### src/rtl/dns_name_label_encoder_unit_macros.svh
// assertion macros used by the label encoder rtl
`ifndef DNS_NAME_LABEL_ENCODER_UNIT_MACROS_SVH
`define DNS_NAME_LABEL_ENCODER_UNIT_MACROS_SVH

// same-cycle implication, checked outside reset
`define DNLE_ASSERT_IMPL(lbl, clk, rstn, ante, cons) \
  lbl: assert property (@(posedge clk) disable iff (!rstn) (ante) |-> (cons)) \
    else $error("dnle assertion failed");

// next-cycle implication, checked outside reset
`define DNLE_ASSERT_NEXT(lbl, clk, rstn, ante, cons) \
  lbl: assert property (@(posedge clk) disable iff (!rstn) (ante) |=> (cons)) \
    else $error("dnle assertion failed");

`endif

### src/rtl/dnle_pkg.sv
// types and constants of the dns name label encoder
package dnle_pkg;

  localparam int CHAR_W = 8;
  localparam int LCNT_W = 6;
  localparam int NCNT_W = 8;
  localparam int TOT_W  = 9;
  localparam int STAT_W = 2;

  // special characters of the dotted name
  localparam logic [CHAR_W-1:0] NUL_CHAR = 8'd0;
  localparam logic [CHAR_W-1:0] DOT_CHAR = 8'd46;

  // result status codes
  localparam logic [STAT_W-1:0] ST_OK         = 2'd0;
  localparam logic [STAT_W-1:0] ST_NAME_LONG  = 2'd1;
  localparam logic [STAT_W-1:0] ST_LABEL_LONG = 2'd2;

  // label memory control from the sequencer
  typedef struct packed {
    logic wr_en;
    logic rd_en;
  } mem_ctl_t;

endpackage

### src/rtl/dnle_if.sv
// stream interfaces for name characters and encoded bytes
interface dnle_char_if;
  import dnle_pkg::*;

  logic              valid;
  logic              ready;
  logic [CHAR_W-1:0] in_char;

  modport source (output valid, output in_char, input ready);
  modport sink (input valid, input in_char, output ready);
endinterface

interface dnle_byte_if;
  import dnle_pkg::*;

  logic              valid;
  logic              ready;
  logic [CHAR_W-1:0] out_byte;
  logic              last;
  logic              name_end;
  logic [STAT_W-1:0] status;
  logic [TOT_W-1:0]  total_len;

  modport source (output valid, output out_byte, output last, output name_end,
                  output status, output total_len, input ready);
  modport sink (input valid, input out_byte, input last, input name_end,
                input status, input total_len, output ready);
endinterface

### src/rtl/dnle_label_mem.sv
// label character buffer: one write and one registered read port
module dnle_label_mem #(
  parameter int DEPTH = 62,
  parameter int AW    = 6
) (
  input  logic                      clk_i,
  input  dnle_pkg::mem_ctl_t        ctl_i,
  input  logic [AW-1:0]             waddr_i,
  input  logic [dnle_pkg::CHAR_W-1:0] wdata_i,
  input  logic [AW-1:0]             raddr_i,
  output logic [dnle_pkg::CHAR_W-1:0] rdata_o
);
  import dnle_pkg::*;

  logic [CHAR_W-1:0] label_mem_q [DEPTH];
  logic [CHAR_W-1:0] rdata_q;

  // write port
  always_ff @(posedge clk_i) begin
    if (ctl_i.wr_en) begin
      label_mem_q[waddr_i] <= wdata_i;
    end
  end

  // read port, registered
  always_ff @(posedge clk_i) begin
    if (ctl_i.rd_en) begin
      rdata_q <= label_mem_q[raddr_i];
    end
  end

  assign rdata_o = rdata_q;

endmodule

### src/rtl/dns_name_label_encoder_unit.sv
// dns name label encoder: sequencer, output register and label buffer
//
// Usage: characters of a dotted host name enter on in_ch, one per transfer,
// and a zero character ends the name. Encoded bytes leave on out_ch.
// A plain character only goes into the label buffer and gives no output.
// A dot gives the label length byte in the cycle after its transfer, then
// each buffered character follows, read through the registered read port
// of the label memory in states S_RD and S_DATA. A terminator does the same
// and adds a closing zero byte carrying name_end and the encoded length. An
// error (name or label too long) gives a single byte with name_end set, and
// the rest of the name up to its terminator is dropped. in_ch is ready only
// while no label is being read out and the output register is free or being
// emptied; a stalled receiver holds the byte in the output register and
// stops everything behind it. Reset clears the counts, the discard flag and
// the output valid and sets max_name_len to 255; the label memory needs no
// clearing. cfg_we_i with cfg_wdata_i writes max_name_len; the user must
// write it only while the block is idle, which the block does not enforce.
module dns_name_label_encoder_unit #(
  parameter int MAX_LABEL = 62
) (
  input  logic                        clk_i,
  input  logic                        rst_ni,
  input  logic                        cfg_we_i,
  input  logic [dnle_pkg::NCNT_W-1:0] cfg_wdata_i,
  dnle_char_if.sink                   in_ch,
  dnle_byte_if.source                 out_ch
);
  import dnle_pkg::*;

  `include "dns_name_label_encoder_unit_macros.svh"

  localparam int AW = (MAX_LABEL > 1) ? $clog2(MAX_LABEL) : 1;

  // sequencer states
  localparam logic [1:0] S_IDLE = 2'd0;
  localparam logic [1:0] S_RD   = 2'd1;
  localparam logic [1:0] S_DATA = 2'd2;
  localparam logic [1:0] S_ZERO = 2'd3;

  logic [1:0]        state_q, state_d;
  logic [LCNT_W-1:0] lcnt_q, lcnt_d;
  logic [LCNT_W-1:0] idx_q, idx_d;
  logic [NCNT_W-1:0] ncnt_q, ncnt_d;
  logic [NCNT_W-1:0] max_len_q;
  logic              disc_q, disc_d;
  logic              term_q, term_d;
  logic [TOT_W-1:0]  tot_q, tot_d;

  logic              out_vld_q, out_vld_d;
  logic [CHAR_W-1:0] ob_q, ob_d;
  logic              olast_q, olast_d;
  logic              oend_q, oend_d;
  logic [STAT_W-1:0] ostat_q, ostat_d;
  logic [TOT_W-1:0]  otot_q, otot_d;
  logic              out_load;

  logic              can_load;
  logic              in_fire;
  logic [CHAR_W-1:0] ch;
  logic              last_idx;
  logic              name_over;
  mem_ctl_t          mem_ctl;
  logic [CHAR_W-1:0] rdata;

  assign can_load  = !out_vld_q || out_ch.ready;
  assign in_ch.ready = (state_q == S_IDLE) && can_load;
  assign in_fire   = in_ch.valid && in_ch.ready;
  assign ch        = in_ch.in_char;
  assign last_idx  = (idx_q + LCNT_W'(1)) == lcnt_q;
  assign name_over = (max_len_q == '0) ||
                     ((ch != NUL_CHAR) &&
                      (({1'b0, ncnt_q} + 9'd1) >= {1'b0, max_len_q}));

  // label buffer
  dnle_label_mem #(
    .DEPTH(MAX_LABEL),
    .AW   (AW)
  ) u_mem (
    .clk_i  (clk_i),
    .ctl_i  (mem_ctl),
    .waddr_i(lcnt_q[AW-1:0]),
    .wdata_i(ch),
    .raddr_i(idx_q[AW-1:0]),
    .rdata_o(rdata)
  );

  // sequencer next state
  always_comb begin
    state_d  = state_q;
    lcnt_d   = lcnt_q;
    idx_d    = idx_q;
    ncnt_d   = ncnt_q;
    disc_d   = disc_q;
    term_d   = term_q;
    tot_d    = tot_q;
    out_load = 1'b0;
    ob_d     = ob_q;
    olast_d  = olast_q;
    oend_d   = oend_q;
    ostat_d  = ostat_q;
    otot_d   = otot_q;
    mem_ctl  = '0;

    case (state_q)
      S_IDLE: begin
        if (in_fire) begin
          if (disc_q) begin
            // drop up to the terminator
            if (ch == NUL_CHAR) begin
              disc_d = 1'b0;
            end
          end else if (name_over || ((ch != NUL_CHAR) && (ch != DOT_CHAR) &&
                                     (lcnt_q >= LCNT_W'(MAX_LABEL)))) begin
            // error result, then discard the rest of the name
            out_load = 1'b1;
            ob_d     = '0;
            olast_d  = 1'b1;
            oend_d   = 1'b1;
            ostat_d  = name_over ? ST_NAME_LONG : ST_LABEL_LONG;
            otot_d   = '0;
            lcnt_d   = '0;
            ncnt_d   = '0;
            disc_d   = 1'b1;
          end else if ((ch == NUL_CHAR) || (ch == DOT_CHAR)) begin
            // label length byte, then the buffered label
            out_load = 1'b1;
            ob_d     = {{(CHAR_W-LCNT_W){1'b0}}, lcnt_q};
            oend_d   = 1'b0;
            ostat_d  = ST_OK;
            otot_d   = '0;
            idx_d    = '0;
            tot_d    = {1'b0, ncnt_q} + 9'd2;
            if (ch == NUL_CHAR) begin
              olast_d = 1'b0;
              term_d  = 1'b1;
              ncnt_d  = '0;
              state_d = (lcnt_q == '0) ? S_ZERO : S_RD;
            end else begin
              olast_d = (lcnt_q == '0);
              term_d  = 1'b0;
              ncnt_d  = ncnt_q + NCNT_W'(1);
              state_d = (lcnt_q == '0) ? S_IDLE : S_RD;
            end
          end else begin
            // buffer a label character
            mem_ctl.wr_en = 1'b1;
            lcnt_d        = lcnt_q + LCNT_W'(1);
            ncnt_d        = ncnt_q + NCNT_W'(1);
          end
        end
      end
      S_RD: begin
        mem_ctl.rd_en = 1'b1;
        state_d       = S_DATA;
      end
      S_DATA: begin
        if (can_load) begin
          out_load = 1'b1;
          ob_d     = rdata;
          olast_d  = last_idx && !term_q;
          oend_d   = 1'b0;
          ostat_d  = ST_OK;
          otot_d   = '0;
          if (last_idx) begin
            lcnt_d  = '0;
            state_d = term_q ? S_ZERO : S_IDLE;
          end else begin
            idx_d   = idx_q + LCNT_W'(1);
            state_d = S_RD;
          end
        end
      end
      S_ZERO: begin
        // closing zero byte with the encoded length
        if (can_load) begin
          out_load = 1'b1;
          ob_d     = '0;
          olast_d  = 1'b1;
          oend_d   = 1'b1;
          ostat_d  = ST_OK;
          otot_d   = tot_q;
          lcnt_d   = '0;
          state_d  = S_IDLE;
        end
      end
      default: begin
        state_d = S_IDLE;
      end
    endcase
  end

  // output register valid
  always_comb begin
    out_vld_d = out_vld_q && !out_ch.ready;
    if (out_load) begin
      out_vld_d = 1'b1;
    end
  end

  // control registers
  always_ff @(posedge clk_i or negedge rst_ni) begin
    if (!rst_ni) begin
      state_q   <= S_IDLE;
      lcnt_q    <= '0;
      idx_q     <= '0;
      ncnt_q    <= '0;
      disc_q    <= 1'b0;
      term_q    <= 1'b0;
      out_vld_q <= 1'b0;
      max_len_q <= 8'd255;
    end else begin
      state_q   <= state_d;
      lcnt_q    <= lcnt_d;
      idx_q     <= idx_d;
      ncnt_q    <= ncnt_d;
      disc_q    <= disc_d;
      term_q    <= term_d;
      out_vld_q <= out_vld_d;
      if (cfg_we_i) begin
        max_len_q <= cfg_wdata_i;
      end
    end
  end

  // payload registers
  always_ff @(posedge clk_i) begin
    tot_q   <= tot_d;
    ob_q    <= ob_d;
    olast_q <= olast_d;
    oend_q  <= oend_d;
    ostat_q <= ostat_d;
    otot_q  <= otot_d;
  end

  assign out_ch.valid     = out_vld_q;
  assign out_ch.out_byte  = ob_q;
  assign out_ch.last      = olast_q;
  assign out_ch.name_end  = oend_q;
  assign out_ch.status    = ostat_q;
  assign out_ch.total_len = otot_q;

  // checks on the sequencer and buffer
  `DNLE_ASSERT_IMPL(a_lcnt_bound, clk_i, rst_ni, 1'b1, lcnt_q <= LCNT_W'(MAX_LABEL))
  `DNLE_ASSERT_IMPL(a_rd_in_label, clk_i, rst_ni, mem_ctl.rd_en, idx_q < lcnt_q)
  `DNLE_ASSERT_IMPL(a_err_zero, clk_i, rst_ni, out_vld_q && (ostat_q != ST_OK), oend_q && olast_q && (ob_q == '0) && (otot_q == '0))
  `DNLE_ASSERT_NEXT(a_load_valid, clk_i, rst_ni, out_load, out_vld_q)

endmodule
### src/flat_wrapper.sv
// flat-port wrapper written by rule: the top's interface ports become plain ports
module dns_name_label_encoder_unit_flat import dnle_pkg::*;
#(
  parameter int MAX_LABEL = 62
)
  (clk_i, rst_ni, cfg_we_i, cfg_wdata_i, in_ch_valid, in_ch_in_char, in_ch_ready, out_ch_valid, out_ch_out_byte, out_ch_last, out_ch_name_end, out_ch_status, out_ch_total_len, out_ch_ready);
  dnle_char_if in_ch_i ();
  dnle_byte_if out_ch_i ();
  input  logic clk_i;
  input  logic rst_ni;
  input  logic cfg_we_i;
  input  logic [dnle_pkg::NCNT_W-1:0] cfg_wdata_i;
  input wire logic [$bits(in_ch_i.valid)-1:0] in_ch_valid;
  input wire logic [$bits(in_ch_i.in_char)-1:0] in_ch_in_char;
  output wire logic [$bits(in_ch_i.ready)-1:0] in_ch_ready;
  output wire logic [$bits(out_ch_i.valid)-1:0] out_ch_valid;
  output wire logic [$bits(out_ch_i.out_byte)-1:0] out_ch_out_byte;
  output wire logic [$bits(out_ch_i.last)-1:0] out_ch_last;
  output wire logic [$bits(out_ch_i.name_end)-1:0] out_ch_name_end;
  output wire logic [$bits(out_ch_i.status)-1:0] out_ch_status;
  output wire logic [$bits(out_ch_i.total_len)-1:0] out_ch_total_len;
  input wire logic [$bits(out_ch_i.ready)-1:0] out_ch_ready;
  assign in_ch_i.valid = in_ch_valid;
  assign in_ch_i.in_char = in_ch_in_char;
  assign in_ch_ready = in_ch_i.ready;
  assign out_ch_valid = out_ch_i.valid;
  assign out_ch_out_byte = out_ch_i.out_byte;
  assign out_ch_last = out_ch_i.last;
  assign out_ch_name_end = out_ch_i.name_end;
  assign out_ch_status = out_ch_i.status;
  assign out_ch_total_len = out_ch_i.total_len;
  assign out_ch_i.ready = out_ch_ready;
  dns_name_label_encoder_unit #(.MAX_LABEL(MAX_LABEL)) u_core (.clk_i(clk_i), .rst_ni(rst_ni), .cfg_we_i(cfg_we_i), .cfg_wdata_i(cfg_wdata_i), .in_ch(in_ch_i), .out_ch(out_ch_i));
endmodule
### config.mk
export PLATFORM = sky130hd
export DESIGN_NAME = dns_name_label_encoder_unit_flat
export DESIGN_NICKNAME = d
export VERILOG_FILES = /design/src/rtl/dnle_pkg.sv /design/src/rtl/dnle_if.sv /design/src/rtl/dnle_label_mem.sv /design/src/rtl/dns_name_label_encoder_unit.sv /design/src/flat_wrapper.sv
export VERILOG_INCLUDE_DIRS = /design/src /design/src/rtl
export SDC_FILE = /design/constraint.sdc
export NUM_CORES = 1
export LEC_CHECK = 0
export ABC_CLOCK_PERIOD_IN_PS = 4700
export BUFFER_PORTS_ARGS = -buffer_cell sky130_fd_sc_hd__buf_4
export CAP_MARGIN = 20
export CORE_MARGIN = 2
export CORE_UTILIZATION = 35
export DETAILED_ROUTE_END_ITERATION = 16
export PLACE_DENSITY = 0.54
export SYNTH_ARGS = -nofsm -noshare
export SYNTH_HDL_FRONTEND = slang
export SYNTH_SLANG_ARGS = --single-unit
export TNS_END_PERCENT = 50
### constraint.sdc
create_clock -name clk_i -period 4.7 [get_ports clk_i]
set_clock_uncertainty 0.15 [all_clocks]
set_input_delay 0.235 -clock clk_i [delete_from_list [all_inputs] [get_ports clk_i]]
set_output_delay 0.235 -clock clk_i [all_outputs]
set_load 0.03 [all_outputs]
**Yosys cells after proc, flatten, opt, wreduce, memory -nomap -nowiden**

Memories as Yosys holds them, arrays and structs flattened. A register that Yosys moved wholly into a read port is not among the register bits.
Index checks and enable logic that the tools add are counted.

- Register bits: 63
- RAM bits: 496
- Input port bits: 21
- Output and inout port bits: 23
- Logic and storage cells: 155
- Memories: 1

- Add/sub/neg operators: 5
- Order comparisons: 2
- Equal/unequal tests: 17
- Mux-type cells: 83
- Bitwise operators: 2
- Reductions and logical operators: 31

Memories:

| name | depth | width | read ports | clocked after memory_dff | wr ports | RTL line | source |
|---|---|---|---|---|---|---|---|
| u_core.u_mem.label_mem_q | 62 | 8 | 1 | 1 | 1 | dnle_label_mem.sv:15 | `logic [CHAR_W-1:0] label_mem_q [DEPTH];` |

Operators with widths:

| operator | count |
|---|---|
| 6-bit two-way mux | 13 |
| 8-bit two-way mux | 9 |
| 9-bit two-way mux | 6 |
| 1-bit two-way mux | 31 |
| 2-bit two-way mux | 15 |
| 9-bit case mux with 3 select lines | 1 |
| 8-bit case mux with 3 select lines | 1 |
| 6-bit case mux with 3 select lines | 1 |
| 8-bit zero test | 2 |
| 7-bit AND reduction | 2 |
| 6-bit by 1-bit adder with 6-bit output (second input constant) | 2 |
| 6-bit case mux with 2 select lines | 1 |
| 6-bit AND reduction | 2 |
| 2-bit by 1-bit inequality test with 1-bit output (second input constant) | 5 |
| 5-bit AND reduction | 2 |
| 8-bit by 1-bit adder with 9-bit output (second input constant) | 1 |
| 8-bit by 2-bit adder with 9-bit output (second input constant) | 1 |
| 9-bit by 8-bit greater-or-equal comparator with 1-bit output | 1 |
| 8-bit by 1-bit adder with 8-bit output (second input constant) | 1 |
| 8-bit by 6-bit == test with 1-bit output (second input constant) | 1 |
| 2-bit inequality test (second input constant) | 4 |
| 8-bit by 6-bit inequality test with 1-bit output (second input constant) | 1 |
| 2-bit case mux with 4 select lines | 1 |
| 8-bit nonzero test | 1 |
| other kinds (19) | 35 |

**Depth between registers and ports, before layout**

Gate-level depths: netlist of run 1.

- Depth in word-level cells: 11
- Gate-level depth with buffers: 13
- Gate-level depth less buffers: 12

**Modules after synthesis**

A second synthesis of run 1 with hierarchy kept.

- Cells, all modules: 1254
- Area total of the unflattened synthesis: 23107.2 um^2

Modules (own cells, without submodules):

| module | times used | cells each | area an instance (um^2) | sequential area each (um^2) |
|---|---|---|---|---|
| dnle_label_mem | 1 | 931 | 19688.9 | 15134.5 |
| dns_name_label_encoder_unit | 1 | 323 | 3418.3 | 1736.7 |

**Least setup slack after synthesis of run 1**

Ideal clock, no wire load.

- Path type: register to register
- Start point: register u_core.ncnt_q[2]
- End point: memory u_core.u_mem.label_mem_q[27][0], enable pin
- Library setup time: 0.383 ns
- Arrival time: 3.503 ns
- Required time: 4.167 ns
- Path slack: 0.663 ns
- Cell stages (with the launch flop): 14
- Path buffers: 1
- Clock period less this slack: 4.037 ns
- Path through: dfrtp_1 -> ha_1 -> nand4_1 -> inv_1 -> and3_1 -> xor2_1 -> ha_1 -> and4_1 -> o2bb2ai_1 -> a31o_2 -> o22ai_2 -> nand4_1 -> clkbuf_1 -> nor3_1

- Longest elaborated chain between the ends: 11

Ends and longest elaborated chain:

| item | RTL line | source |
|---|---|---|
| start, declared | dns_name_label_encoder_unit.sv:43 | `logic [NCNT_W-1:0] ncnt_q, ncnt_d;` |
| start signal, assigned | dns_name_label_encoder_unit.sv:215 | `ncnt_q <= ncnt_d;` |
| 8-bit by 1-bit adder with 9-bit output | dns_name_label_encoder_unit.sv:72 | `(({1'b0, ncnt_q} + 9'd1) >= {1'b0, max_len_q}));` |
| 9-bit by 8-bit greater-or-equal comparator with 1-bit output | dns_name_label_encoder_unit.sv:72 |  |
| 1-bit logical AND | dns_name_label_encoder_unit.sv:71 | `((ch != NUL_CHAR) &&` |
| 1-bit logical OR | dns_name_label_encoder_unit.sv:70 | `assign name_over = (max_len_q == '0) \|\|` |
| 1-bit logical OR | dns_name_label_encoder_unit.sv:112 | `end else if (name_over \|\| ((ch != NUL_CHAR) && (ch != DOT_CHAR) &&` |
| 1-bit two-way mux | dns_name_label_encoder_unit.sv:112 |  |
| 1-bit two-way mux | dns_name_label_encoder_unit.sv:107 | `if (disc_q) begin` |
| 1-bit two-way mux | dns_name_label_encoder_unit.sv:106 | `if (in_fire) begin` |
| 1-bit two-way mux | dns_name_label_encoder_unit.sv:104 | `case (state_q)` |
| 1-bit two-way mux | dnle_label_mem.sv:20 | `if (ctl_i.wr_en) begin` |
| 1-bit two-way mux (not written as such) | dnle_label_mem.sv:21 | `label_mem_q[waddr_i] <= wdata_i;` |
| end, declared | dnle_label_mem.sv:15 |  |

Every way passes these cells.

**Worst setup path after layout of run 1**

- Start point: register u_core.ncnt_q[2]
- End point: memory u_core.u_mem.label_mem_q[18][2], enable pin

The elaborated chain is that of the path after synthesis.

==> results.cfg, run 1 <==
[status]
status = completed

[timing]
rsz0062_at_grt = no
period_needed_ns = 4.20
hold_viol = 0
fin_ws_ns = 0.497
setup_viol = 0
maxSlewViolCount = 0
clock.fmax_ghz = 0.238
slew-limit-headroom_pct = 33.2
period_share_pct = 89.4
tns_ns = 0
max_slew.worst_pin.slew_ns = 0.999

[synth]
ys_warn_count = 0
syn_inst = 1132
synth_area_sq_um = 22800
synth_top_flop_cell = edfxtp_1
synth-seq-cells = 567
synth_edf_count = 534
avgSynthCellArea_sq_um = 20.1
synth-async-reset-ratio_pct = 5.82
syn-num-nets = 1167
synth_seq_area_share_pct = 74.0
netlist-cell-type-count = 63

[final_layout]
multi_input_area_sq_um = 5580
final_common_cell = edfxtp_1
fill_cells = 5681
drive_gt1_share_pct = 30.1
seq_area_sq_um = 16900
final_cell_mix = 534 x edfxtp_1, 158 x mux4_2, 132 x buf_4
area.growth.synth_to_final_pct = 17.0
num_antenna_cells = 0
final_nets = 1324

[die]
die-area_sq_um = 67200
start_util_pct = 35.4
core_sq_um = 64500
rows = 93
die_h_um = 259
num_io_pins = 44
fp.dieW_um = 259

[global_route]
grt.total_usage_pct = 16.1
antenna_found_initial = 0
grt_pass1_wl_mm = 79.3
grt_pass1_vias = 11600
grt_max_degree = 102
grt-ovfl-total = 0

[placement]
globalplace.congestion = 0.776
place_worst_setup_slack_ns = 0.577
portBuffers = 43
hpwlAfterDp_mm = 32.8

[routing]
route.met2.wl_mm = 24.7
dr.max_layer_used = met4
antenna_left = 0
wl_met1_mm = 24.6
vias = 11400
drt_drc_violations_left = 0
met3_length_mm = 3.15
vias_per_cell = 5.21
dr.pass1.iters = 5
drt_first_iter_violations = 1141
wl_per_cell_um = 24.5
routed_wl_mm = 53.5

[power]
power.share.clock_pct = 30.6
netSwitchingPower_mw = 4.17
ir_drop_mv = 0.255
sw_frac_of_total_pct = 29.9
pwr-share-comb_pct = 25.6
p_seq_share_pct = 43.7
p_leak_nw = 8.56
p_int_mw = 9.80
power_density_nw_per_um2 = 523

[worst_setup_path]
worstReg2RegStart = u_core.ncnt_q[2]
required_ns = 4.87
critPathKind = reg -> reg
cp_max_fo = 32
crit_start = u_core.ncnt_q[2]
cp-start-kind = register
arrival_ns = 4.37
crit_path_end_kind = register

[min_path]
hp-start = in_ch_in_char[4]
min_path_type = in -> reg

[clock_tree]
clock-sinks = 567
cts.clk_slew.worst_paths_ns = 0.06
cts_max_level = 2
insertion_delay_ns = 0.61
cts.root.buffer_cell = clkbuf_16
cts_tree = yes
numCtsBuffers = 58
clk_path_buf_depth = 3
post-cts-setup-buffers = 0

[flow_run]
max-cap-violations = 0
## state kept, by name (all words and copies together) (netlist names), 2 cells and up
register	count
u_core.u_mem.label_mem_q	496
u_core.out_ch.total_len	9
u_core.tot_q	9
u_core.max_len_q	8
u_core.ncnt_q	8
u_core.out_ch.out_byte	8
u_core.u_mem.rdata_o	8
u_core.idx_q	6
u_core.lcnt_q	6
u_core.out_ch.status	2
u_core.state_q	2
## power groups by stage
stage / sequential [mW] / clock [mW] / combinational [mW]
floorplan: 6.17 / 0 / 2.40
global placement: 6.22 / 0 / 3.59
detailed placement: 6.22 / 0 / 3.60
CTS: 6.11 / 4.39 / 3.63
global route: 6.14 / 4.59 / 3.83
finish: 6.11 / 4.28 / 3.58
## worst max-delay path, stage by stage, from the launching register on
cell and delay (ns):
dfrtp_1 0.45, ha_1 0.29, nand4_1 0.20, inv_1 0.11, and3_1 0.17, xor2_1 0.20
ha_1 0.28, and4_1 0.22, o2bb2ai_1 0.12, a31o_2 0.24, o22ai_2 0.27, nand4_1 0.13
buf_4 0.32, nor3_1 0.52, buf_4 0.23
## synthesized netlist by cell type (all sizes together), types with 4 or more instances
| master | number | area (sq um) |
|---|---|---|
| xor2 | 8 | 70.1 |
| mux4 | 158 | 3560 |
| and3 | 11 | 68.8 |
| edfxtp | 534 | 16000 |
| nand3 | 20 | 105 |
| dfrtp | 25 | 626 |
| inv | 19 | 71.3 |
| xnor2 | 10 | 87.6 |
| nand2b | 6 | 37.5 |
| buf | 30 | 146 |
| a21o | 4 | 30.0 |
| or3 | 4 | 25.0 |
| mux2i | 5 | 50.1 |
| clkbuf | 37 | 139 |
| nor2b | 7 | 43.8 |
| a21oi | 9 | 45.0 |
| mux2 | 9 | 101 |
| nand4 | 6 | 37.5 |
| nand2 | 45 | 169 |
| dfstp | 8 | 210 |
| nor2 | 24 | 90.1 |
| nor3 | 61 | 310 |
| ha | 14 | 175 |
| o21ai | 23 | 115 |
| o22a | 5 | 43.8 |
## area by class of cell
| cell class | count | share of cell area (%) |
|---|---|---|
| sequential | 567 | 63.3 |
| clock buffer | 72 | 5.72 |
| multi-input combinational | 478 | 20.9 |
| clock inverter | 32 | 0.811 |
| inverter | 20 | 0.281 |
| tap | 855 | 4.01 |
| timing repair buffer | 164 | 5.03 |
## through the flow
| stage | util (%) | cell area, sq um | power, mW | hold slack [ns] | cells |
|---|---|---|---|---|---|
| 6_report | 41.4 | 26700 | 14.0 | 0.0373 | 2188 |
| 5_1_grt | 41.4 | 26700 | 14.6 | 0.0483 | 2188 |
| 4_1_cts | 41.4 | 26700 | 14.1 | 0.00816 | 2188 |
| 3_5_place_dp | 38.2 | 24600 | 9.82 | 0.0774 | 2054 |
| 3_3_place_gp | 38.2 | 24600 | 9.81 | 0.0690 | 2054 |
| 2_1_floorplan | - | 22800 | 8.56 | -0.211 | 1132 |
## routing by layer
layer / vias up / global-route usage (%)
li1: 4994 / -
met5: - / 0
met1: 6015 / 23.6
met2: 322 / 24.5
met4: 0 / 4.42
met3: 63 / 3.39
## cell families (layout without fill, tap and decap cells)
| group | after synthesis | count (layout) | share of synthesized area (%) |
|---|---|---|---|
| flops | 567 | 567 | 74.0 |
| simple gates | 202 | 202 | 4.47 |
| mux | 172 | 172 | 16.3 |
| buf+inv | 87 | 288 | 1.58 |
| compound gates | 72 | 72 | 2.24 |
| xor+xnor | 18 | 18 | 0.691 |
| fa+ha+maj | 14 | 14 | 0.768 |
## timing repair
| action | in CTS | in global routing |
|---|---|---|
| setup endpoints to repair | 0 | 0 |
| resized for setup | 0 | 0 |
| hold buffers | 30 | 0 |
| hold endpoints to repair | 79 | 0 |
## final timing paths
| check | to | slack [ns] | depth (start not counted) |
|---|---|---|---|
| min | u_core.state_q[1] | 0.04 | 5 |
| max reg2reg | u_core.u_mem.label_mem_q[18][2] | 0.50 | 14 |
| max in group asynchronous | u_core.idx_q[1] | 3.61 | 4 |
| min in group asynchronous | u_core.max_len_q[0] | 0.58 | 3 |
| min reg2reg | u_core.out_ch.out_byte[6] | 0.37 | 1 |
| max | u_core.u_mem.label_mem_q[18][2] | 0.50 | 14 |
Note: power is estimated with default switching activity, not from simulation.
==> inputs of run 2 (changes only) <==
--- a/config.mk
+++ b/config.mk
@@ -6,13 +6,15 @@
 export SDC_FILE = /design/constraint.sdc
 export NUM_CORES = 1
 export LEC_CHECK = 0
+export ABC_AREA = 1
 export ABC_CLOCK_PERIOD_IN_PS = 4700
 export BUFFER_PORTS_ARGS = -buffer_cell sky130_fd_sc_hd__buf_4
 export CAP_MARGIN = 20
 export CORE_MARGIN = 2
 export CORE_UTILIZATION = 35
 export DETAILED_ROUTE_END_ITERATION = 16
-export PLACE_DENSITY = 0.54
+export PLACE_DENSITY = 0.53
+export SLEW_MARGIN = 30
 export SYNTH_ARGS = -nofsm -noshare
 export SYNTH_HDL_FRONTEND = slang
 export SYNTH_SLANG_ARGS = --single-unit
==> results.cfg, run 2 <==
[min_path]
whs_endpoint = u_core.disc_q
hp-start = in_ch_in_char[5]
min_path_type = in -> reg
whs_path_depth = 5

[die]
start_util_pct = 35.2
fp.dieW_um = 263
die_h_um = 263
core_sq_um = 66800
die-area_sq_um = 69200
rows = 95
num_io_pins = 44

[timing]
rsz0062_at_grt = no
maxSlewViolCount = 0
max_slew.worst_pin.slew_ns = 0.977
setup_viol = 0
period_share_pct = 89.9
slew-limit-headroom_pct = 34.9
whs_ns = 0.0253
period_needed_ns = 4.23
clock.fmax_ghz = 0.237
hold_viol = 0
tns_ns = 0

[worst_setup_path]
arrival_ns = 4.33
r2r_cells = 19
cp-start-kind = register
crit_path_end_kind = register
worstReg2RegStart = u_core.ncnt_q[0]
critPathKind = reg -> reg
cp_max_fo = 10
r2r_end = u_core.u_mem.label_mem_q[61][3]
required_ns = 4.80
rrSetupSlack_ns = 0.47

[global_route]
grt_max_degree = 131
grt_pass1_vias = 15100
antenna_found_initial = 1
grt.total_usage_pct = 18.6
grt_pass1_wl_mm = 96.8
grt-ovfl-total = 0

[routing]
wl_per_cell_um = 23.0
drt_drc_violations_left = 0
dr.pass1.iters = 6
antenna_left = 0
routed_wl_mm = 65.3
drt_first_iter_violations = 1669
vias = 15300
vias_per_cell = 5.40

[clock_tree]
numCtsBuffers = 58
clock-sinks = 567
clk_path_buf_depth = 3
insertion_delay_ns = 0.62
cts_resized = 0
cts.root.buffer_cell = clkbuf_16
cts_tree = yes
cts_max_level = 2
cts.clk_slew.worst_paths_ns = 0.06

[final_layout]
final_common_cell = edfxtp_1
drive_gt1_share_pct = 11.0
area.growth.synth_to_final_pct = 14.2
top_register = u_core.u_mem.label_mem_q
post-route-util_pct = 40.2
final_nets = 1953
largest_reg_flops = 496
final_cell_mix = 534 x edfxtp_1, 343 x nor2_1, 261 x o21ai_0

[synth]
yosysMostFrequentCell = edfxtp_1
synth_edf_count = 534
synth-seq-cells = 567
syn-num-nets = 1915
avgSynthCellArea_sq_um = 12.5
synth_top_cell_area_share_pct = 68.2
synth_common_cells = 534 x edfxtp_1, 343 x nor2_1, 261 x o21ai_0
synth-async-reset-ratio_pct = 5.82
synth_seq_area_share_pct = 71.8
synth_top_flop_cell = edfxtp_1
synth_top_cell_by_area = edfxtp_1
yosys-top-cells-area = edfxtp_1 68%, o21ai_0 5.6%, nor2_1 5.5%
syn_inst = 1880
ys_warn_count = 0
netlist-cell-type-count = 42
synth_area_sq_um = 23500

[placement]
globalplace.congestion = 0.899
hpwlAfterDp_mm = 40.4
portBuffers = 43

[power]
p_leak_nw = 8.97
power_density_nw_per_um2 = 440
finalPower_mw = 11.8
ir_drop_mv = 0.248

[status]
status = completed

[flow_run]
max-cap-violations = 0
## run 2: cell count changes in the layout (fill, tap and decap cells not counted), sizes merged, moves of 57 or more
cell / before / now
nand3: 20 / 90
o21ai: 23 / 276
nor2: 24 / 352
buf: 135 / 70
inv: 21 / 78
o22ai: 2 / 60
nand2: 45 / 154
mux4: 158 / 0
## run 2: worst max path at each step
stage / start / end
finish: u_core.ncnt_q[0] / u_core.u_mem.label_mem_q[61][3]
global route: u_core.ncnt_q[0] / u_core.u_mem.label_mem_q[61][1]
CTS: u_core.ncnt_q[0] / u_core.u_mem.label_mem_q[53][5]
detailed placement: u_core.ncnt_q[0] / u_core.u_mem.label_mem_q[53][5]
global placement: u_core.ncnt_q[0] / u_core.u_mem.label_mem_q[45][4]
floorplan: u_core.ncnt_q[2] / u_core.out_ch.last
## run 2: stage by stage
step / cells / area [sq um] / worst slack, ns
global route: 2837 / 26800 / 0.0752
global placement: 2700 / 24600 / 0.563
finish: 2838 / 26800 / 0.474
floorplan: 1880 / 23500 / 1.14
detailed placement: 2700 / 24600 / 0.486
CTS: 2837 / 26800 / 0.460
## run 2: cell families after synthesis
logic type / count (synthesis) / synth area share (%)
xor gates and xnor gates: 15 / 0.591
buffers and inverters: 199 / 3.67
muxes: 2 / 0.0905
DFF: 567 / 71.8
adders and majority gates: 14 / 0.745
and+or+nand+nor: 617 / 11.3
AOI/OAI and AO/OA: 466 / 11.8
## run 2: worst max-delay path, cell delays in order (launching register included)
cell     delay [ns]
dfrtp_1        0.56
ha_1           0.25
nand3_1        0.16
xor2_1         0.23
ha_1           0.28
nand2_1        0.07
inv_1          0.04
nand2_1        0.06
nand3_1        0.09
nand2_1        0.07
nand2_1        0.05
nand2_1        0.06
nand2_1        0.05
nand2_1        0.15
nand3_4        0.16
nor2_4         0.18
buf_4          0.26
nand3_1        0.18
buf_4          0.28
nor2_1         0.53
## run 2: per-layer routing
layer	track usage (%)	part of all wire, %	up-vias
li1	-	-	6978
met1	24.9	42	7597
met2	29.5	46	624
met3	4.74	8.6	117
met4	6.70	3.2	0
met5	0	0	-
## run 2: repair_timing
item	CTS	global route
hold buffers	31	0
endpoints found under the hold margin	93	0
buffers inserted	0	0
## run 2: layout make-up
type	instances	area (sq um)
Antenna cell	1	2.50
Timing Repair Buffer	100	863
Fill cell	6286	40000
Inverter	77	295
Tap cell	873	1090
Multi-Input combinational cell	1114	5770
Sequential cell	567	16900
Clock inverter	41	433
Clock buffer	65	1500
## run 2: report_power, final
group | switching, mW | internal (mW) | total, mW
logic | 0.962 | 0.393 | 1.36
clock network | 1.96 | 2.73 | 4.69
registers | 0.120 | 5.64 | 5.76
total | 3.04 | 8.76 | 11.8
==> inputs of run 3 (changes only) <==
--- a/config.mk
+++ b/config.mk
@@ -6,7 +6,6 @@
 export SDC_FILE = /design/constraint.sdc
 export NUM_CORES = 1
 export LEC_CHECK = 0
-export ABC_AREA = 1
 export ABC_CLOCK_PERIOD_IN_PS = 4700
 export BUFFER_PORTS_ARGS = -buffer_cell sky130_fd_sc_hd__buf_4
 export CAP_MARGIN = 20
@@ -14,6 +13,7 @@
 export CORE_UTILIZATION = 35
 export DETAILED_ROUTE_END_ITERATION = 16
 export PLACE_DENSITY = 0.53
+export REMOVE_ABC_BUFFERS = 1
 export SLEW_MARGIN = 30
 export SYNTH_ARGS = -nofsm -noshare
 export SYNTH_HDL_FRONTEND = slang
==> results.cfg, run 3 (same netlist as run 1, synthesis figures left out) <==
[final_layout]
layout.cells.non_filler = 2193
final_common_cell = edfxtp_1
drive_gt1_share_pct = 30.7
final_cell_mix = 534 x edfxtp_1, 158 x mux4_2, 134 x buf_4
final_nets = 1326
largest_reg_flops = 496
top_register = u_core.u_mem.label_mem_q
post-route-util_pct = 41.8
area.growth.synth_to_final_pct = 18.1

[power]
finalPower_mw = 14.5
p_leak_nw = 8.67
ir_drop_mv = 0.263
power_density_nw_per_um2 = 537

[status]
status = completed

[die]
num_io_pins = 44
core_sq_um = 64500
rows = 93
die-area_sq_um = 67200
die_h_um = 259
start_util_pct = 35.4
fp.dieW_um = 259

[routing]
routed_wl_mm = 55.1
vias_per_cell = 5.27
antenna_left = 0
dr.pass1.iters = 8
vias = 11500
wl_per_cell_um = 25.1
drt_first_iter_violations = 992
drt_drc_violations_left = 0

[timing]
maxSlewViolCount = 0
clock.fmax_ghz = 0.238
period_share_pct = 89.6
rsz0062_at_grt = no
slew-limit-headroom_pct = 34.4
setup_viol = 0
period_needed_ns = 4.21
fin_ws_ns = 0.491
hold_viol = 0
max_slew.worst_pin.slew_ns = 0.982
whs_ns = 0.0344

[global_route]
grt_pass1_vias = 12000
antenna_found_initial = 1
grt-ovfl-total = 0
grt.total_usage_pct = 16.6
grt_max_degree = 66
grt_pass1_wl_mm = 81.5

[placement]
portBuffers = 43
place_worst_setup_slack_ns = 0.488
dp_cells = 2058
globalplace.congestion = 0.794
hpwlAfterDp_mm = 33.7

[worst_setup_path]
cp-start-kind = register
critPathKind = reg -> reg
crit_path_end_kind = register
cp_max_fo = 6
arrival_ns = 4.41
required_ns = 4.90

[clock_tree]
numCtsBuffers = 58
insertion_delay_ns = 0.63
post-cts-setup-buffers = 0
cts.clk_slew.worst_paths_ns = 0.06
clock-sinks = 567
cts_max_level = 2
cts.root.buffer_cell = clkbuf_16
clk_path_buf_depth = 3
cts_tree = yes

[min_path]
min_path_type = in -> async

[flow_run]
max-cap-violations = 0
==> run 3: cell count changes in the layout (fill, tap and decap cells not counted), sizes merged, moves of 48 or more <==
cell and change:
nand3 -70, nand2 -109, mux4 +158, o22ai -58, nor3 +50, inv -57, nor2 -328, buf +69
o21ai -253, o211ai -48, o221ai -54
==> run 3: timing repair <==
item | in CTS | in global routing
hold endpoints to repair | 57 | 0
gates resized for setup | 0 | 0
hold buffers | 28 | 0
==> run 3: report_power, final <==
part / switching [mW] / internal (mW) / total (mW)
registers: 0.302 / 5.82 / 6.12
clock network: 1.93 / 2.77 / 4.69
logic: 2.03 / 1.62 / 3.65
total: 4.27 / 10.2 / 14.5
==> run 3: final cells by class <==
type                    count  area [sq um]
flip-flops and latches    567         16900
repair buffers            166          1380
well taps                 855          1070
clock buffers              69          1490
diodes                      1          2.50
clock inverters            37           452
multi-input cells         478          5580
fillers                  5658         37500
inverters                  20          75.1
==> run 3: worst paths after layout <==
check                      slack, ns        startpoint                              end  cells past startpoint
max in group asynchronous       4.17            rst_ni                  u_core.idx_q[1]                      3
hold reg to reg                 0.38     u_core.disc_q                    u_core.disc_q                      2
hold / removal                  0.03            rst_ni              u_core.max_len_q[3]                      2
setup reg to reg                0.49  u_core.ncnt_q[2]  u_core.u_mem.label_mem_q[35][3]                     13
setup / recovery                0.49  u_core.ncnt_q[2]  u_core.u_mem.label_mem_q[35][3]                     13
min in group clk_i              0.04      out_ch_ready              u_core.out_ch.valid                      3
==> run 3: routing by layer <==
layer | vias to the layer above | wire [um] | share of wire, % | GRT usage [%]
met5 | - | 9 | 0.016 | 0
li1 | 5003 | - | - | -
met3 | 78 | 3640 | 6.6 | 3.75
met1 | 6111 | 24800 | 45 | 23.9
met4 | 2 | 1340 | 2.4 | 5.20
met2 | 353 | 25300 | 46 | 25.3
==> run 3: critical path, cell delays in order, from the launching register on <==
cell and delay [ns]:
dfrtp_1 0.45, ha_1 0.29, nand4_1 0.20, inv_1 0.11, and3_1 0.17, xor2_1 0.19
ha_1 0.27, and4_1 0.21, o2bb2ai_1 0.12, a31o_2 0.24, o22ai_2 0.23, nand4_1 0.37
nor3_1 0.68, buf_4 0.25
==> run 3: stage by stage <==
stage	TNS [ns]	area, sq um
after floorplan	-74.11	22500
after global placement	0	24700
after detailed placement	0	24700
after CTS	0	26900
after global routing	0	26900
final	0	26900
